File: config.mk
export PLATFORM = sky130hd
export DESIGN_NAME = random_rank_pixel_reveal_core
export DESIGN_NICKNAME = d
export VERILOG_FILES = /design/src/rrpr_pkg.sv /design/src/random_rank_pixel_reveal_core.sv /design/src/rrpr_cell.sv /design/src/rrpr_scan.sv
export SDC_FILE = /design/constraint.sdc
export NUM_CORES = 1
export LEC_CHECK = 0
export ABC_AREA = 1
export BUFFER_PORTS_ARGS = -buffer_cell sky130_fd_sc_hd__buf_2
export CELL_PAD_IN_SITES_DETAIL_PLACEMENT = 0
export CELL_PAD_IN_SITES_GLOBAL_PLACEMENT = 2
export CORE_MARGIN = 5
export CORE_UTILIZATION = 35
export DETAILED_ROUTE_END_ITERATION = 16
export GPL_TIMING_DRIVEN = 0
export PLACE_DENSITY = 0.95
export SYNTH_ARGS = -nofsm -noshare
export SYNTH_HDL_FRONTEND = slang
export SYNTH_SLANG_ARGS = --single-unit
File: constraint.sdc
create_clock -name clk -period 5.1 [get_ports clk]
set_input_delay 1.02 -clock clk [delete_from_list [all_inputs] [get_ports clk]]
set_output_delay 1.02 -clock clk [all_outputs]
set_load 0.03 [all_outputs]
File: src/rrpr_pkg.sv
// ----------------------------------------------------------------------------
// rrpr_pkg: shared types and constants for the random rank pixel reveal core
// Request and response payloads, scan states and register map.
// ----------------------------------------------------------------------------
package rrpr_pkg;

	// default number of pixel cells in the ring
	localparam int MAX_PIXELS_DEF = 64;

	// pixel_count reset value and width
	localparam int          PCOUNT_W     = 7;
	localparam logic [6:0]  PCOUNT_RESET = 7'd64;

	// register indexes (word address paddr[2])
	localparam logic REG_PIXEL_COUNT = 1'b0;

	// request payload
	typedef struct packed {
		logic       restart;
		logic [5:0] pick_rank;
	} req_t;

	// response payload
	typedef struct packed {
		logic       lit_valid;
		logic [5:0] lit_index;
		logic [6:0] dark_left;
	} rsp_t;

	// scan sequencer states
	typedef enum logic {
		ST_IDLE,
		ST_SCAN
	} state_t;

	// control from the scan sequencer to the cell ring
	typedef struct packed {
		logic shift;     // rotate the ring by one cell
		logic tail_bit;  // lit mark written back into the tail cell
	} ring_ctrl_t;

endpackage

File: src/random_rank_pixel_reveal_core.sv
// ----------------------------------------------------------------------------
// random_rank_pixel_reveal_core: lights the dark pixel of a given rank
// A ring of lit-mark cells rotates past a scan sequencer, which picks the
// requested dark pixel, reports its index and the number of dark pixels left.
//
//   channel | direction | handshake            | payload
//   req     | in        | req_valid/req_ready  | restart, pick_rank
//   rsp     | out       | rsp_valid/rsp_ready  | lit_valid, lit_index, dark_left
//   cfg     | in        | APB psel/penable     | pixel_count at 0x0
//
// Each item is accepted in the idle state; the ring then makes a full turn
// past the scan head, one cell per shift.
// A new request is taken while the previous response waits in its register;
// the last scan step waits only if that register is still full.
// Reset clears all lit marks at once and sets pixel_count to 64.
// ----------------------------------------------------------------------------
module random_rank_pixel_reveal_core #(
	parameter int MAX_PIXELS = rrpr_pkg::MAX_PIXELS_DEF
) (
	input  logic           clk,
	input  logic           arst_n,
	input  logic           req_valid,
	output logic           req_ready,
	input  rrpr_pkg::req_t req,
	output logic           rsp_valid,
	input  logic           rsp_ready,
	output rrpr_pkg::rsp_t rsp,
	input  logic           psel,
	input  logic           penable,
	input  logic           pwrite,
	input  logic [2:0]     paddr,
	input  logic [31:0]    pwdata,
	output logic [31:0]    prdata,
	output logic           pready
);

	logic [6:0]           pixel_count_q;
	logic [MAX_PIXELS-1:0] cell_q;
	rrpr_pkg::ring_ctrl_t ring;
	logic                 cfg_wr;

	// configuration register write
	assign pready = 1'b1;
	assign cfg_wr = psel && penable && pwrite && pready;

	always_ff @(posedge clk or negedge arst_n) begin
		if (!arst_n) begin
			pixel_count_q <= rrpr_pkg::PCOUNT_RESET;
		end else if (cfg_wr && (paddr[2] == rrpr_pkg::REG_PIXEL_COUNT)) begin
			pixel_count_q <= pwdata[6:0];
		end
	end

	// configuration register read
	always_comb begin
		prdata = '0;
		unique case (paddr[2])
			rrpr_pkg::REG_PIXEL_COUNT: prdata = 32'(pixel_count_q);
			default:                   prdata = '0;
		endcase
	end

	// ring of lit-mark cells; tail takes the written-back mark
	for (genvar i = 0; i < MAX_PIXELS; i++) begin : g_cell
		logic d;
		if (i == MAX_PIXELS - 1) begin : g_tail
			assign d = ring.tail_bit;
		end else begin : g_body
			assign d = cell_q[i+1];
		end
		rrpr_cell u_cell (
			.clk    (clk),
			.arst_n (arst_n),
			.shift  (ring.shift),
			.d      (d),
			.q      (cell_q[i])
		);
	end

	// scan sequencer at the ring head
	rrpr_scan #(
		.MAX_PIXELS (MAX_PIXELS)
	) u_scan (
		.clk         (clk),
		.arst_n      (arst_n),
		.req_valid   (req_valid),
		.req_ready   (req_ready),
		.req         (req),
		.rsp_valid   (rsp_valid),
		.rsp_ready   (rsp_ready),
		.rsp         (rsp),
		.pixel_count (pixel_count_q),
		.head_bit    (cell_q[0]),
		.ring        (ring)
	);

endmodule

File: src/rrpr_cell.sv
// ----------------------------------------------------------------------------
// rrpr_cell: one pixel cell of the lit-mark ring
// Holds one lit mark and loads its neighbor's mark on every shift.
// ----------------------------------------------------------------------------
module rrpr_cell (
	input  logic clk,
	input  logic arst_n,
	input  logic shift,
	input  logic d,
	output logic q
);

	logic lit_q;

	// lit mark, moves one cell toward the head per shift
	always_ff @(posedge clk or negedge arst_n) begin
		if (!arst_n) begin
			lit_q <= 1'b0;
		end else if (shift) begin
			lit_q <= d;
		end
	end

	assign q = lit_q;

endmodule

File: src/rrpr_scan.sv
// ----------------------------------------------------------------------------
// rrpr_scan: scan sequencer at the head of the cell ring
// Looks at one pixel per cycle as the ring turns, the last one waiting for a
// free response register; picks the dark pixel of the requested rank, writes
// the updated mark to the tail and holds the response in an output register.
// ----------------------------------------------------------------------------
module rrpr_scan #(
	parameter int MAX_PIXELS = rrpr_pkg::MAX_PIXELS_DEF
) (
	input  logic                 clk,
	input  logic                 arst_n,
	input  logic                 req_valid,
	output logic                 req_ready,
	input  rrpr_pkg::req_t       req,
	output logic                 rsp_valid,
	input  logic                 rsp_ready,
	output rrpr_pkg::rsp_t       rsp,
	input  logic [6:0]           pixel_count,
	input  logic                 head_bit,
	output rrpr_pkg::ring_ctrl_t ring
);

	localparam int PW = (MAX_PIXELS > 1) ? $clog2(MAX_PIXELS) : 1;
	localparam int CW = PW + rrpr_pkg::PCOUNT_W;

	rrpr_pkg::state_t state_q, state_d;
	logic [PW-1:0]    p_q;
	logic             restart_q;
	logic [5:0]       rem_q;
	logic             found_q;
	logic [5:0]       hit_q;
	logic [6:0]       dark_q;
	rrpr_pkg::rsp_t   rsp_q;
	logic             rsp_valid_q;

	logic             req_xfer;
	logic             last;
	logic             slot_free;
	logic             advance;
	logic             eff_bit;
	logic             in_use;
	logic             dark_px;
	logic             take;
	logic [PW+5:0]    p_ext;
	logic             found_n;
	logic [5:0]       hit_n;
	logic [6:0]       dark_n;

	// per-pixel decision at the ring head
	always_comb begin
		req_xfer  = req_valid && req_ready;
		last      = (p_q == PW'(MAX_PIXELS - 1));
		slot_free = !rsp_valid_q || rsp_ready;
		eff_bit   = restart_q ? 1'b0 : head_bit;
		in_use    = (CW'(p_q) < CW'(pixel_count));
		dark_px   = in_use && !eff_bit;
		take      = dark_px && !found_q && (rem_q == 6'd0);
		p_ext     = (PW + 6)'(p_q);
		found_n   = found_q || take;
		hit_n     = take ? p_ext[5:0] : hit_q;
		dark_n    = dark_q + 7'((dark_px && !take) ? 1 : 0);
	end

	// sequencer next state and ring control
	always_comb begin
		state_d       = state_q;
		req_ready     = 1'b0;
		advance       = 1'b0;
		unique case (state_q)
			rrpr_pkg::ST_IDLE: begin
				req_ready = 1'b1;
				if (req_valid) begin
					state_d = rrpr_pkg::ST_SCAN;
				end
			end
			rrpr_pkg::ST_SCAN: begin
				advance = !last || slot_free;
				if (last && slot_free) begin
					state_d = rrpr_pkg::ST_IDLE;
				end
			end
			default: begin
				state_d = rrpr_pkg::ST_IDLE;
			end
		endcase
		ring.shift    = advance;
		ring.tail_bit = eff_bit || take;
	end

	// state register
	always_ff @(posedge clk or negedge arst_n) begin
		if (!arst_n) begin
			state_q <= rrpr_pkg::ST_IDLE;
		end else begin
			state_q <= state_d;
		end
	end

	// scan bookkeeping
	always_ff @(posedge clk or negedge arst_n) begin
		if (!arst_n) begin
			p_q       <= '0;
			restart_q <= 1'b0;
			rem_q     <= '0;
			found_q   <= 1'b0;
			hit_q     <= '0;
			dark_q    <= '0;
		end else if (req_xfer) begin
			p_q       <= '0;
			restart_q <= req.restart;
			rem_q     <= req.pick_rank;
			found_q   <= 1'b0;
			hit_q     <= '0;
			dark_q    <= '0;
		end else if (advance) begin
			p_q     <= p_q + PW'(1);
			found_q <= found_n;
			hit_q   <= hit_n;
			dark_q  <= dark_n;
			if (dark_px && (rem_q != 6'd0)) begin
				rem_q <= rem_q - 6'd1;
			end
		end
	end

	// response register, loaded on the last pixel of the scan
	always_ff @(posedge clk or negedge arst_n) begin
		if (!arst_n) begin
			rsp_valid_q <= 1'b0;
		end else if (advance && last) begin
			rsp_valid_q <= 1'b1;
		end else if (rsp_ready) begin
			rsp_valid_q <= 1'b0;
		end
	end

	always_ff @(posedge clk) begin
		if (advance && last) begin
			rsp_q.lit_valid <= found_n;
			rsp_q.lit_index <= found_n ? hit_n : 6'd0;
			rsp_q.dark_left <= dark_n;
		end
	end

	assign rsp_valid = rsp_valid_q;
	assign rsp       = rsp_q;

`ifndef SYNTH
	// an accepted request starts a scan at pixel zero
	a_scan_start: assert property (@(posedge clk) disable iff (!arst_n)
		req_xfer |=> (state_q == rrpr_pkg::ST_SCAN) && (p_q == '0))
		else $error("scan did not start at pixel zero");

	// once a pixel is picked it stays picked until the next request
	a_found_holds: assert property (@(posedge clk) disable iff (!arst_n)
		(found_q && !req_xfer) |=> found_q)
		else $error("pick lost during scan");

	// a response appears only at the end of a scan
	a_rsp_from_scan: assert property (@(posedge clk) disable iff (!arst_n)
		$rose(rsp_valid_q) |-> ($past(state_q) == rrpr_pkg::ST_SCAN))
		else $error("response without a scan");

	// the ring never rotates while idle
	a_no_idle_shift: assert property (@(posedge clk) disable iff (!arst_n)
		(state_q == rrpr_pkg::ST_IDLE) |-> !ring.shift)
		else $error("ring shifted while idle");
`endif

endmodule
==> flow_summary.toml, run 1 <==
[outcome]
status = "finished, final reports clean"

[timing]
clock_skew_ns = 0.00746
setup-violations-final = 0
rsz0062_at_grt = "no"
tightest_slew_ns = 1.25
hold_violations = 0
fin_crit_sh = 0.511
min_period_ns = 2.60
max-slew-margin-rel = 0.164
drv_slew = 0
tns_ns = 0
max_freq_mhz = 384

[floorplanning]
start_util = 0.357
ioPinCount = 98
die_h_um = 132
coreArea_um2 = 14500
rows = 44
die-area_um2 = 17400
dieWidth_um = 132

[power_and_ir_drop]
power_w = 0.00304
vdd_drop_max_uv = 225
power.density_nw_per_um2 = 485
p_leak_nw = 3.46

[critical_path]
cp-start-kind = "flop"
critPathMaxFanout = 15
critPathArrivalTime_ns = 2.61
path_class = "reg -> reg"
r2r_cells = 7
r2r_end = "u_scan.rsp[10]"
r2r_start = "u_scan.p_q[1]"
reg2reg_slack_ns = 2.50
required_ns = 5.11
endpoint_kind = "flop"

[placed_design]
place_congestion = 0.811
placed_cell_area_um2 = 5760
detailed_place_hpwl_mm = 7.17
io_buffers = 43
dp.cells = 851

[routing]
vias = 3857
initialDrtViolationCount = 212
drt_first_pass_iters = 4
routedWlPerCell_um = 11.6
drc_errors = 0
routed_wirelength_mm = 10.2
routed_via_density = 4.37
detail-route-antenna-nets = 0

[layout]
final_cells = 883
diodes = 0
fin_nets = 744
area_delta_synth_final_pct = 20.8
final_area_um2 = 6270
drive_gt1_frac = 0.195

[yosys]
synthesis.area_um2 = 5190
yosysSeqAreaShare = 0.563
synthSimpleGateAreaFrac = 0.277
synth_cells = 599
ys_types = 31
synth_adder_area_share = 0.0217
synthMuxAreaShare = 0
synthXorXnorAreaFrac = 0.0101
synth_top_family_by_area = "simple AND/OR/NAND/NOR gates"
syn_area_per_cell_um2 = 8.67
ys_ff_latch = 114
synth_compound_area_frac = 0.0357
ys_warn_count = 0

[clock_tree]
cts-root-buf = "clkbuf_16"
cts-buffers-inserted = 17
cts_resized = 0
post_cts_buffers = 0
cts_buffer_depth = 2
clk_pin_slew_worst_paths_ns = 0.05
clock_latency_ns = 0.40
cts_tree = "done"
h-tree-depth = 4
cts_hold_buf = 0
clock_sinks = 114

[grt]
grtUsageTotal = 0.124
overflow = 0
grt_pass1_wl_mm = 17.8
grt_antenna_before_repair = 0
grt_max_degree = 70
grt_pass1_vias = 3782

[job]
maxCapViolations = 0

[min_path]
hold_start = "g_cell[24].u_cell.q"
hold_path.class = "reg -> reg"
hold_end = "g_cell[23].u_cell.q"
whs_path_depth = 2
-- state kept, by name, summed over array words and instances, names as in the netlist --
| signal | cells |
|---|---|
| u_scan.rsp | 14 |
| u_scan.dark_q | 7 |
| u_scan.state_q | 1 |
| u_scan.p_q | 6 |
| u_scan.restart_q | 1 |
| u_scan.hit_q | 6 |
| g_cell.u_cell.q | 64 |
| pixel_count_q | 7 |
| u_scan.rem_q | 6 |
| u_scan.found_q | 1 |
| u_scan.rsp_valid | 1 |
-- power breakdown --
group	internal (W)	switching [W]	leakage [nW]
Sequential	0.00109	0.000111	1.44
Combinational	0.000287	0.000525	1.76
Clock	0.000657	0.000372	0.255
Total	0.00204	0.00101	3.46
-- layout make-up --
cell class | count | area (um2)
clock inverters | 9 | 66.3
plain buffers | 46 | 310
inverters | 43 | 161
repair buffers | 44 | 245
well taps | 184 | 230
fillers | 1447 | 8260
clock buffers | 23 | 448
flip-flops and latches | 114 | 2920
multi-input cells | 420 | 1890
-- through the flow --
step / setup slack, ns / hold WS [ns] / utilization
floorplan: 2.50 / 0.442 / -
global placement: 1.93 / 0.451 / 0.394
detailed placement: 2.12 / 0.455 / 0.396
CTS: 2.43 / 0.467 / 0.432
global route: 2.25 / 0.489 / 0.432
finish: 2.50 / 0.462 / 0.432
-- worst max path at each step --
stage / end / startpoint / cells past startpoint
after CTS: u_scan.rsp[10] / u_scan.p_q[1] / 7
after floorplan: prdata[0] / paddr[2] / 2
final: u_scan.rsp[10] / u_scan.p_q[1] / 7
after detailed placement: u_scan.rsp[13] / rsp_ready / 6
after global routing: u_scan.dark_q[6] / u_scan.p_q[5] / 13
after global placement: u_scan.rem_q[5] / arst_n / 1
-- layout by cell type (no fill, tap or decap), types with 6 or more instances in the layout --
cell type	instances
dfrtp_1	99
conb_1	26
edfxtp_1	14
o21ai_1	9
nand2_1	266
buf_4	28
buf_2	59
clkbuf_16	17
o21ai_0	7
inv_1	37
nor2_1	34
clkbuf_1	6
nand3_1	18
inv_2	6
ha_1	9
nand4_1	9
a21oi_1	11
-- cells in the mapped netlist, drive strengths merged --
library cell    n  area, um2
or2             1       6.26
a21oi          12       71.3
nand3          22        138
nand2         273       1070
nor2           37        151
o21a            1       7.51
ha              9        113
conb            2       7.51
dfstp           1       26.3
buf            46        310
edfxtp         14        420
inv            43        161
nor3            4       20.0
xor2            5       43.8
dfrtp          99       2480
o22ai           3       18.8
o31ai           1       7.51
nand4           9       56.3
xnor2           1       8.76
o21ai          16       80.1
-- logic make-up (layout without fill, tap and decap cells) --
logic type,after synthesis,in the layout
flip-flops,114,114
AO/OA/AOI/OAI,33,33
other,2,26
AND/OR/NAND/NOR,346,346
XOR/XNOR,6,6
adder cells (fa/ha/maj),9,9
buffers and inverters,89,165
-- critical path, cell delays in order, from the launching register on --
cell and delay, ns:
dfrtp_1 0.41, ha_1 0.24, nand3_1 0.13, nor2_2 0.08, nand3_2 0.08, nand2_4 0.11
buf_4 0.21, nor2_1 0.94
-- routing by layer --
metal	GRT usage	vias up	routed length, um
met1	0.150	1794	4470
met2	0.209	69	5220
met5	0	-	0
met3	0.0401	10	390
met4	0.0457	0	127
li1	-	1984	-
Power figures use the tool's default switching activity.
==> run 2, diff against run 1 <==
--- a/config.mk
+++ b/config.mk
@@ -10,10 +10,10 @@
 export CELL_PAD_IN_SITES_DETAIL_PLACEMENT = 0
 export CELL_PAD_IN_SITES_GLOBAL_PLACEMENT = 2
 export CORE_MARGIN = 5
-export CORE_UTILIZATION = 35
+export CORE_UTILIZATION = 30
 export DETAILED_ROUTE_END_ITERATION = 16
 export GPL_TIMING_DRIVEN = 0
-export PLACE_DENSITY = 0.95
+export PLACE_DENSITY = 0.88
 export SYNTH_ARGS = -nofsm -noshare
 export SYNTH_HDL_FRONTEND = slang
 export SYNTH_SLANG_ARGS = --single-unit
==> constraint.sdc (replaced) <==
create_clock -name clk -period 2.3 [get_ports clk]
set_input_delay 0.46 -clock clk [delete_from_list [all_inputs] [get_ports clk]]
set_output_delay 0.46 -clock clk [all_outputs]
set_load 0.03 [all_outputs]
==> run 2 against run 1 <==
  * Total power up 130%
  * Register-to-register slack worse by 2.4 ns
  * Routed wire length up 3.5%
  * Clock power up 140%
  * Clock skew up 0.00063 ns
  * Critical path depth up 4
  * Final area up 3.9%
  * Core utilization down 5.1 points
  * Fmax up 21%
  * Combinational power up 150%
  * Critical endpoint is now u_scan.rsp[5]
==> flow_summary.toml, run 2 (same netlist as run 1, synthesis figures left out) <==
[floorplanning]
ioPinCount = 98
die-area_um2 = 20000
start_util = 0.303
die_h_um = 142
rows = 48
coreArea_um2 = 17100
dieWidth_um = 142

[critical_path]
critPathArrivalTime_ns = 2.32
endpoint_kind = "flop"
path_class = "reg -> reg"
critPathMaxFanout = 2
required_ns = 2.46
cp-start-kind = "flop"

[clock_tree]
clock_latency_ns = 0.41
cts_tree = "done"
cts-root-buf = "clkbuf_16"
h-tree-depth = 4
cts_buffer_depth = 2
cts-buffers-inserted = 17
clock_sinks = 114
clk_pin_slew_worst_paths_ns = 0.05

[routing]
drc_errors = 0
initialDrtViolationCount = 255
routed_wirelength_mm = 10.6
vias = 3866
drt_first_pass_iters = 4
detail-route-antenna-nets = 0
routedWlPerCell_um = 11.3
routed_via_density = 4.15

[layout]
multiInputGateArea_um2 = 1970
drive_gt1_frac = 0.228
final_cell_mix = "nand2_1, dfrtp_1, buf_2, buf_4, inv_1"
diodes = 0
final_common_cell = "nand2_1"
final_cells = 932
regArea_um2 = 2920
fin_nets = 752
largest_reg_flops = 64
fillerInstances = 1742
area_delta_synth_final_pct = 25.5

[grt]
grtUsageTotal = 0.112
grt_pass1_vias = 3875
overflow = 0
grt_antenna_before_repair = 0
met3_usage = 0.0340
grt_pass1_wl_mm = 18.2
gr-usage-met2 = 0.193
met1_usage = 0.132
grt_max_degree = 63
top_usage_layer = "met2"

[timing]
clock_skew_ns = 0.00808
max-slew-margin-rel = 0.642
min_period_ns = 2.16
tns_ns = 0
hold_ws_ns = 0.0337
max_freq_mhz = 463
rsz0062_at_grt = "no"
fin_crit_sh = 0.939
setup-violations-final = 0
hold_violations = 0
drv_slew = 0
tightest_slew_ns = 0.538

[power_and_ir_drop]
vdd_drop_max_uv = 573
p_leak_nw = 3.53
power.density_nw_per_um2 = 1090

[placed_design]
detailed_place_hpwl_mm = 7.41
dp.cells = 892
io_buffers = 43
place_congestion = 0.774

[outcome]
status = "finished, final reports clean"

[job]
maxCapViolations = 0

[min_path]
hold_path.class = "in -> async"
==> run 2: critical path, cell delays in order, from the launching register on <==
cell and delay (ns):
dfrtp_1 0.40, ha_1 0.29, inv_2 0.07, nor2_1 0.06, a21oi_4 0.18, nand2_2 0.09
nor2_4 0.13, ha_4 0.17, nand3_2 0.10, nor3_2 0.18, xor2_1 0.11, buf_4 0.15
==> run 2: area by class of cell <==
class | instances | share of cell area
flip-flops and latches | 114 | 0.449
multi-input cells | 420 | 0.302
clock buffers | 28 | 0.0793
plain buffers | 46 | 0.0476
repair buffers | 52 | 0.0468
well taps | 225 | 0.0432
inverters | 43 | 0.0248
clock inverters | 4 | 0.00729
==> run 2: power by group <==
group / internal [W] / switching [W]
sequential: 0.00242 / 0.000243
clock: 0.00162 / 0.000845
combinational: 0.000748 / 0.00124
total: 0.00479 / 0.00233
==> run 2: worst paths after layout <==
check                                     from             endpoint  slack [ns]  cells after the start
min in group clk                     rsp_ready     u_scan.rsp_valid        0.27                      2
min reg2reg                g_cell[55].u_cell.q  g_cell[54].u_cell.q        0.46                      2
max in group asynchronous               arst_n     pixel_count_q[6]        1.52                      2
max                              u_scan.p_q[5]        u_scan.rsp[5]        0.14                     11
min                                     arst_n  g_cell[45].u_cell.q        0.03                      1
max reg2reg                      u_scan.p_q[5]        u_scan.rsp[5]        0.14                     11
==> run 2: timing repair <==
| action | CTS | global route |
|---|---|---|
| endpoints found under the setup margin | 23 | 19 |
| pin swaps | 4 | 9 |
| gates resized for setup | 13 | 6 |
| buffers inserted | 5 | 3 |
| hold buffers | 0 | 0 |
==> run 2: stage by stage <==
step	power (W)	cell area, um2	utilization	setup WS [ns]
floorplan	0.00403	5280	-	0.120
global placement	0.00444	5780	0.338	-0.288
detailed placement	0.00451	5810	0.339	-0.313
CTS	0.00714	6470	0.378	0.0419
global route	0.00762	6520	0.381	0.0107
finish	0.00712	6520	0.381	0.139
==> run 2: routing by layer <==
metal	vias up	wire [um]
met5	-	0
met4	0	170
met3	21	395
met2	50	5240
met1	1798	4760
li1	1997	-
